## src/rtl/core/qmsu_ram.sv

```systemverilog
`timescale 1ns / 1ps

module qmsu_ram #(
  parameter int WIDTH = 16,
  parameter int DEPTH = 64
) (
  input  logic                     clk,
  input  logic                     we,
  input  logic [$clog2(DEPTH)-1:0] waddr,
  input  logic [WIDTH-1:0]         wdata,
  input  logic                     re,
  input  logic [$clog2(DEPTH)-1:0] raddr,
  output logic [WIDTH-1:0]         rdata
);

  logic [WIDTH-1:0] mem [DEPTH];

  always_ff @(posedge clk) begin
    if (we) begin
      mem[waddr] <= wdata;
    end
    if (re) begin
      rdata <= mem[raddr];
    end
  end

endmodule

```

## config.mk

```make
export PLATFORM = sky130hd
export DESIGN_NAME = qmsu_ram
export DESIGN_NICKNAME = d
export VERILOG_FILES = /design/src/rtl/core/qmsu_ram.sv
export SDC_FILE = /design/constraint.sdc
export NUM_CORES = 1
export LEC_CHECK = 0
export BUFFER_PORTS_ARGS = -buffer_cell sky130_fd_sc_hd__buf_2
export CORE_MARGIN = 4
export CORE_UTILIZATION = 56
export DETAILED_ROUTE_END_ITERATION = 8
export PLACE_DENSITY = 0.75
export SYNTH_ARGS = -nofsm -noshare
export SYNTH_HDL_FRONTEND = slang
export SYNTH_SLANG_ARGS = --single-unit
```

## constraint.sdc

```tcl
create_clock -name clk -period 2.4 [get_ports clk]
set_clock_uncertainty 0.05 [all_clocks]
set_input_delay 0.24 -clock clk [delete_from_list [all_inputs] [get_ports clk]]
set_output_delay 0.24 -clock clk [all_outputs]
set_load 0.05 [all_outputs]
```

==> impl_metrics.toml <==
[sta]
clock.fmax_mhz = 436
rsz0062_at_grt = "false"
setup_slack_ns = 0.105
hold_viol_final = 0
worst_pin_slew_ns = 1.03
slew_viol_final = 0
min_period_over_period_pct = 95.6
setup_viol = 0
post-route-min-period_ns = 2.29
relSlewSlack_pct = 31.3

[flow_run]
maxCapViolations = 0

[logic_synthesis]
synth.area.top_cells = "edfxtp_1 (78%), mux4_2 (12%), mux2i_1 (2.1%), mux2_2 (0.76%), a22oi_1 (0.73%)"
synth_cell_types = 42
synth_xor_area_share_pct = 0
syn-instance-count = 1829
synth_top_area_share_pct = 77.7
synth_area_per_cell_um2 = 22.0
yosysSeqAreaShare_pct = 77.7
synth_top_family_by_area = "multiplexers"
synth_edf_count = 1040
syn_area_um2 = 40200
ys_ff_latch = 1040
syn_nets = 1860
synth_fa_ha_area_share_pct = 0
synth_top_cell_by_area = "edfxtp_1"
synth-compound-area-share_pct = 2.40
synthMuxAreaShare_pct = 15.5
postSynth.asyncResetShare_pct = 0
yosys_warnings = 0
ys.flop_type = "edfxtp_1"
synthSimpleGateAreaFrac_pct = 2.64

[placed_design]
hpwl_um = 59800
port_buffers = 46
gp_congestion = 0.862
dp_worst_setup_slack_ns = -0.415
post_dp_cell_area_um2 = 43400

[grt]
grt_max_degree = 65
grt_pass1_wl_um = 144000
grt_use_total_pct = 26.4
grt_pass1_vias = 20900
antenna_found_initial = 6
grt.overflow.total = 0

[setup_path]
cp_slowest_stage_delay_ns = 0.59
path_buf_inv = 1
crit_chain = "mux4_2 > mux2_2 > a221oi_1 > buf_4 > a311oi_1"
slowest_stage = "a221oi_1"
regToRegSetupSlack_ns = 0.11
r2r-end = "rdata[0]$_DFFE_PP_"
reg2regPathDepth = 5
path_max_fanout = 1
required_ns = 2.74
cpLargestDelayFamily = "multiplexers"
reg2reg_from = "mem[60][0]$_DFFE_PP_"
path_class = "flip-flop to flip-flop"
crit_arrival_ns = 2.64
cp-end-kind = "flip-flop"
cp-start-kind = "flip-flop"

[power]
power_density_nw_per_um2 = 807
power_leakage_nw = 15.2
pwr-share-clk_pct = 40.3
irDropWorstVdd_mv = 0.602
switchingPower_mw = 7.99
swShare_pct = 21.3
pwr-share-seq_pct = 53.8
power_mw = 37.5
p_int_mw = 29.5
combPwrFrac_pct = 5.9

[clock_network]
cts.hold.buffers_added = 1
clock_sinks = 1040
clk_latency_ns = 0.67
clockBufferDepth = 3
cts_tree = "done"
htreeDepth = 3
path_clk_slew_ns = 0.06
postCtsSetupBuffers = 0
cts_resized = 0
clock-root-buffer = "clkbuf_16"
cts_buffers = 99

[min_path]
min-delay-path-class = "primary input to flip-flop"
min_from = "wdata[8]"
whs_path_depth = 1
hold-path-endpoint = "mem[54][8]$_DFFE_PP_"

[route]
viasPerCell = 6.56
detail_route.drc_violations = 0
vias = 20700
drt_pre_antenna_iters = 5
wl_per_cell_um = 31.1
drtIter0Drc = 3189
drt-total-wl_um = 98100
ant_nets = 0

[cells_and_area]
synthToLayoutAreaGrowth_pct = 15.7
fin_area_um2 = 46500
layout-drive-gt1-share_pct = 31.9
nNetsFinal = 2172

[floorplanning]
fp.coreArea_um2 = 70600
fp.dieArea_um2 = 76100
io_pins = 47
die_w_um = 276
die_h_um = 276
initial_utilization_pct = 56.9
rows = 97

[run_status]
outcome = "finished, final reports clean"
## synthesized netlist by cell type, drive strengths merged (6+ instances only)
cell type,instances
a211o,8
a211oi,8
a21oi,17
a221o,6
a221oi,16
a22o,6
a22oi,39
a311oi,8
a31oi,8
buf,77
clkbuf,27
edfxtp,1040
mux2,27
mux2i,85
mux4,224
nand2,60
nand3,24
nand4,12
nor2,74
nor2b,30
o21ai,8
## power groups by stage
stage                     Combinational [mW]  Clock [mW]  Sequential, mW
after global routing                    2.32        16.1            20.2
after global placement                  2.13           0            20.6
after floorplan                         1.04           0            20.7
final                                   2.21        15.1            20.2
after detailed placement                2.17           0            20.6
after CTS                               2.20        15.3            20.2
## logic make-up (layout without fill, tap and decap cells)
kind of cell / after synthesis / count (layout)
flip-flops: 1040 / 1040
multiplexers: 336 / 336
AND/OR/NAND/NOR: 220 / 220
AO/OA/AOI/OAI: 129 / 129
buffers and inverters: 104 / 491
other: 0 / 1
## layout by cell type, fill, tap and decap left out, types with 6 or more instances in the layout
master     count
a311oi_1       8
nand4_1       12
mux2i_1       85
a211oi_1       8
nand3_1       24
clkbuf_1      18
buf_12        35
a22o_1         6
a21oi_1       17
a221o_1        6
bufinv_16      8
clkinv_2      19
buf_4        233
mux4_2       220
mux2_2        27
a221oi_1      16
a22oi_1       39
nand2_1       59
clkinv_1      21
nor2b_1       30
edfxtp_1    1040
a211o_1        8
a31oi_1        8
buf_2         43
nor2_1        72
clkbuf_16    100
## layout make-up
class                           count  area (um2)
Sequential cell                  1040       31200
Fill cell                        4406       24100
Multi-Input combinational cell    685        8250
Timing Repair Buffer              315        2720
Clock buffer                      118        2570
Tap cell                          940        1180
Clock inverter                     58         559
Antenna cell                        1        2.50
## stage by stage
stage                     TNS [ns]  util [%]  instances  hold slack, ns
final                            0      65.8       3157          0.0572
after global routing             0      65.8       3156          0.0326
after CTS                        0      65.8       3156          0.0178
after detailed placement     -2.33      61.4       2979           0.695
after global placement       -2.04      61.4       2979           0.696
after floorplan                  0         -       1829           0.289
## layer usage
| metal | wire [um] | track usage [%] | vias up |
|---|---|---|---|
| li1 | - | - | 8310 |
| met1 | 36700 | 38.4 | 10800 |
| met2 | 46700 | 41.4 | 1410 |
| met3 | 10800 | 5.16 | 222 |
| met4 | 3790 | 8.54 | 4 |
| met5 | 29 | 0 | - |
## how the worst max path moves through the flow
stage / depth (start not counted) / to / startpoint
floorplan: 4 / mem[48][0]$_DFFE_PP_ / waddr[3]
global placement: 8 / rdata[0]$_DFFE_PP_ / raddr[0]
detailed placement: 8 / rdata[0]$_DFFE_PP_ / raddr[0]
CTS: 5 / rdata[0]$_DFFE_PP_ / mem[60][0]$_DFFE_PP_
global route: 6 / rdata[3]$_DFFE_PP_ / mem[7][3]$_DFFE_PP_
finish: 5 / rdata[0]$_DFFE_PP_ / mem[60][0]$_DFFE_PP_
## state kept, by name, indices dropped and copies added, names as in the netlist
register  cells
mem        1024
rdata        16
No activity file was read; power rests on OpenSTA's default activity.
