**src/rtl/core/qmsu_pkg.sv**
```systemverilog
`timescale 1ns / 1ps

package qmsu_pkg;

  // Q16 values of exp(-f) for f = 0, 1/16, ..., 1.
  localparam logic [16:0] EXP_FRAC_Q16 [17] = '{
    17'd65536, 17'd61565, 17'd57835, 17'd54331, 17'd51039, 17'd47947,
    17'd45043, 17'd42313, 17'd39750, 17'd37341, 17'd35079, 17'd32954,
    17'd30957, 17'd29081, 17'd27319, 17'd25664, 17'd24109
  };

  // Q16 values of exp(-i) for i = 0..11; the upper entries are never used.
  localparam logic [16:0] EXP_INT_Q16 [16] = '{
    17'd65536, 17'd24109, 17'd8869, 17'd3263, 17'd1200, 17'd442,
    17'd162, 17'd60, 17'd22, 17'd8, 17'd3, 17'd1,
    17'd0, 17'd0, 17'd0, 17'd0
  };

  // A product delta*beta at or above 12.0 in Q16.16 always rejects.
  localparam logic [63:0] P_LIMIT = 64'h0000_0000_000C_0000;

  typedef enum logic [1:0] {
    KIND_COUPLING = 2'd0,
    KIND_SPIN     = 2'd1,
    KIND_ENERGY   = 2'd2,
    KIND_CONSIDER = 2'd3
  } kind_t;

endpackage

```
**src/rtl/core/qmsu_accept.sv**
```systemverilog
`timescale 1ns / 1ps

// Four-stage Metropolis test: product, table interpolation, scale, compare.
module qmsu_accept #(
  parameter int ENERGY_BITS = 32
) (
  input  logic                          clk,
  input  logic                          rst_n,
  input  logic                          start,
  input  logic signed [ENERGY_BITS-1:0] delta,
  input  logic [31:0]                   beta,
  input  logic [15:0]                   u,
  output logic                          done,
  output logic                          take
);

  logic [3:0]  vld_r;
  logic [63:0] d64;
  logic        imm1_r, rej1_r, imm2_r, rej2_r, imm3_r, rej3_r;
  logic [63:0] p1_r;
  logic [15:0] u1_r, u2_r, u3_r;
  logic [16:0] fk, fk1, fk2_r;
  logic [28:0] prod2_r;
  logic [3:0]  i2_r;
  logic [16:0] v3;
  logic [33:0] eprod3_r;
  logic [34:0] e_sum;
  logic        take_r;

  assign d64 = {{(64-ENERGY_BITS){delta[ENERGY_BITS-1]}}, delta};
  assign fk  = qmsu_pkg::EXP_FRAC_Q16[{1'b0, p1_r[15:12]}];
  assign fk1 = qmsu_pkg::EXP_FRAC_Q16[{1'b0, p1_r[15:12]} + 5'd1];
  assign v3  = fk2_r - 17'((30'(prod2_r) + 30'd2048) >> 12);
  assign e_sum = 35'(eprod3_r) + 35'd32768;

  always_ff @(posedge clk) begin
    if (!rst_n) begin
      vld_r <= '0;
    end else begin
      vld_r <= {vld_r[2:0], start};
    end
  end

  always_ff @(posedge clk) begin
    imm1_r  <= d64[63] || (d64 == 64'd0) || (beta == 32'd0);
    rej1_r  <= |d64[63:32];
    p1_r    <= 64'(d64[31:0]) * 64'(beta);
    u1_r    <= u;
    imm2_r  <= imm1_r;
    rej2_r  <= rej1_r || (p1_r >= qmsu_pkg::P_LIMIT);
    fk2_r   <= fk;
    prod2_r <= 29'(fk - fk1) * 29'(p1_r[11:0]);
    i2_r    <= p1_r[19:16];
    u2_r    <= u1_r;
    imm3_r  <= imm2_r;
    rej3_r  <= rej2_r;
    eprod3_r <= 34'(qmsu_pkg::EXP_INT_Q16[i2_r]) * 34'(v3);
    u3_r    <= u2_r;
    take_r  <= imm3_r || (!rej3_r && (19'(u3_r) < e_sum[34:16]));
  end

  assign done = vld_r[3];
  assign take = take_r;

endmodule

```
**config.mk**
```make
export PLATFORM = sky130hd
export DESIGN_NAME = qmsu_accept
export DESIGN_NICKNAME = d
export VERILOG_FILES = /design/src/rtl/core/qmsu_pkg.sv /design/src/rtl/core/qmsu_accept.sv
export SDC_FILE = /design/constraint.sdc
export NUM_CORES = 2
export LEC_CHECK = 0
export BUFFER_PORTS_ARGS = -buffer_cell sky130_fd_sc_hd__buf_2
export CAP_MARGIN = 20
export CORE_MARGIN = 3
export CORE_UTILIZATION = 23
export DETAILED_ROUTE_END_ITERATION = 7
export GPL_ROUTABILITY_DRIVEN = 0
export HOLD_SLACK_MARGIN = 0.1
export SYNTH_ARGS = -nofsm -noshare
export SYNTH_HDL_FRONTEND = slang
export SYNTH_SLANG_ARGS = --single-unit
```
**constraint.sdc**
```tcl
create_clock -name clk -period 14.2 [get_ports clk]
set_clock_uncertainty 0.1 [all_clocks]
set_input_delay 4.26 -clock clk [delete_from_list [all_inputs] [get_ports clk]]
set_output_delay 4.26 -clock clk [all_outputs]
set_load 0.005 [all_outputs]
```
==> impl_results.md <==
- WHS: 0.221 ns
- Crit path kind: input pin to flop
- IO Port Bufs: 84
- CP Max Fanout: 33
- Worst Setup Start Kind: input pin
- Clk sinks: ~180
- Tcrit/Tclk final: 87.4%
- Die W: ~500 um
- Dpl cells: 9465
- Yosys warnings: 0
- Antenna Nets Post-Route: 0
- Synth top area share: 45.2%
- H-tree levels: 4
- Sequential area share after synthesis: under 10%
- # setup viols final: 0
- Total CTS buffers: 17
- Routed WL: between 150 and 200 mm
- # fillers: 26300
- Synth unique cells: 81
- Vias/cell: ~4.5
- Final hold violation count: 0
- Synth Flop Type: dfxtp_1
- DRC: 0
- Status: finished, final reports clean
- FMAX: 0.0806 GHz
- GRT overflow: 0
- Die area: around 250000 um^2
- Reg2Reg Depth: 38
- Number of gates resized after cts: 0
- Largest net degree at the start of global routing: 53
- Initial Util: a little under a quarter
- Die extent in y: 502 um
- Multi-input gate area: ~46000 um^2
- Synthesized cell area: approximately 56000 um^2
- Initial DRC count: 3037
- CTS tree: done
- Post-synthesis async set-or-reset flop share: 0%
- Dpl hpwl: 129 mm
- Vias: between 40000 and 50000
- Max Cap Viol: 0
- Fin cells: roughly 9500
- Drt wl/cell: roughly 17 um
- Worst Path Arrival: 12.71 ns
- Initial antenna violation count: 10
- Slew margin rel.: a little over a fifth
- HP Class: flop to flop
- Post-synth EDFFs: 0
- Vias in the first global route: roughly 47000
- Hold_buf cts: 0
- Cells after Synth: 6445
- Worst-Margin Slew: 1.18 ns
- Area grow syn2layout: 7.61%
- Largest cells by area after synthesis: fa_1, ha_1, inv_1, nand2_1, dfxtp_1
- FF/Latch Area: between 3000 and 4000 um^2
- Total GRT Usage: between 10% and 20%
- Critical Path RT: ~15 ns
- Setup TNS: 0 ns
- Fin. max-slew vios: 0
- CTS Buffer Depth: 2
- Rows: about 180
- Syn Area/Cell: a little under 9 um^2
- CP endpoint kind: flop
- CTS root buf: clkbuf_16
- Io pins: 85
- Final #Nets: around 8200
- Post-CTS setup buffers: 0
- Synth Register Bits: between 150 and 200
- CORE AREA: around 240000 um^2
- Worst-Skew Late Latency: around 0.51 ns
- Layout cells sized above 1: under 10%
- RSZ-0062 raised after global routing: false
- Clock transition at path regs: about 0.08 ns
- Synth area leader: fa_1
- Syn Nets: roughly 8300
- First-pass detailed-route iteration total: 8
- Period minus WS final: 12.40 ns
- First-pass GRT wire length: approximately 260 mm
- Cells on Worst Hold Path: 0
[area by class of cell]
class / instances / area share (%)
diodes: 3 / 0.0124
inverters: 1496 / 9.24
repair buffers: 147 / 1.47
multi-input cells: 4443 / 75.7
flip-flops and latches: 181 / 5.96
clock inverters: 15 / 0.307
clock buffers: 17 / 0.700
well taps: 3202 / 6.59
[worst max-delay path: stages]
cell and delay (ns):
buf_2 0.60, nand2_1 0.18, fa_1 0.58, inv_1 0.06, fa_1 0.48, inv_1 0.06, fa_1 0.49, inv_1 0.06
fa_1 0.54, inv_1 0.06, fa_1 0.49, inv_1 0.05, fa_1 0.49, fa_1 0.50, inv_1 0.05, fa_1 0.48
inv_1 0.05, ha_1 0.33, and3_1 0.28, nor2b_1 0.16, o31a_1 0.23, o31ai_1 0.65, a21oi_1 0.33, o21ai_0 0.31
nor3b_1 0.22, o21ai_1 0.21, o21a_1 0.23, o311ai_1 0.24
[per-stage QoR]
stage | cell area [um^2] | setup slack, ns | utilization, %
after global placement | 60100 | 1.24 | 24.7
after detailed placement | 60100 | 1.30 | 24.7
final | 60800 | 1.80 | 24.9
after global routing | 60800 | 1.51 | 24.9
after floorplan | 56500 | 2.88 | -
after CTS | 60700 | 1.85 | 24.9
[sequential cells by signal, indices dropped and copies added (netlist names), 4 cells and up]
| name | flops |
|---|---|
| u2_r | 16 |
| p1_r | 64 |
| prod2_r | 18 |
| i2_r | 4 |
| u1_r | 16 |
| fk2_r | 17 |
| eprod3_r | 19 |
| u3_r | 16 |
| vld_r | 4 |
[cell usage after synthesis, types with 18 or more instances]
cell type / number
o21a_1: 18
o21ai_0: 85
and3_1: 32
nand3_1: 68
dfxtp_1: 181
a31oi_1: 20
and2_1: 362
nor3_1: 71
nand2b_1: 27
xor2_1: 61
nor4_1: 34
clkbuf_1: 310
nand2_1: 1084
inv_1: 1494
nand4_1: 43
xnor2_1: 101
a21o_1: 67
nor2b_1: 34
fa_1: 1276
or3_1: 19
nor2_1: 191
ha_1: 521
a21oi_1: 110
[kinds of logic (layout without fill, tap and decap cells)]
family,count (synthesis),in the layout,synth area share (%)
adder cells (fa/ha/maj),1797,1797,56.8
AO/OA/AOI/OAI,457,457,5.44
AND/OR/NAND/NOR,2016,2016,16.5
flip-flops,181,181,6.42
other,0,3,0
multiplexers,10,10,0.182
XOR/XNOR,163,163,2.55
buffers and inverters,1821,1675,12.1
[per-layer routing]
layer | track usage [%] | wire length [um] | vias up
met4 | 4.79 | 6520 | 6
li1 | - | - | 18900
met1 | 16.6 | 67100 | 22000
met3 | 2.00 | 11100 | 366
met2 | 22.0 | 77400 | 1690
met5 | 0 | 38 | -
[path summary, 6_finish.rpt]
| path | end | slack [ns] | from |
|---|---|---|---|
| setup / recovery | p1_r[62]$_DFF_P_ | 1.80 | beta[2] |
| setup reg to reg | prod2_r[28]$_DFF_P_ | 3.41 | p1_r[12]$_DFF_P_ |
| hold reg to reg | u3_r[11]$_DFF_P_ | 0.22 | u2_r[11]$_DFF_P_ |
| hold / removal | u3_r[11]$_DFF_P_ | 0.22 | u2_r[11]$_DFF_P_ |
[placed cells by master (no fill, tap or decap), drive strengths merged, types with 71 or more instances in the layout]
cell,netlist,final
dfxtp,181,181
a21oi,112,112
nor2,191,191
and2,362,362
nor3,71,71
inv,1494,1500
ha,521,521
xnor2,101,101
buf,15,147
fa,1276,1276
o21ai,92,92
nand2,1084,1084
Power is left out: the tool's default activity adds up to more than one toggle a clock period on the data nets, which glitch-free logic cannot reach.
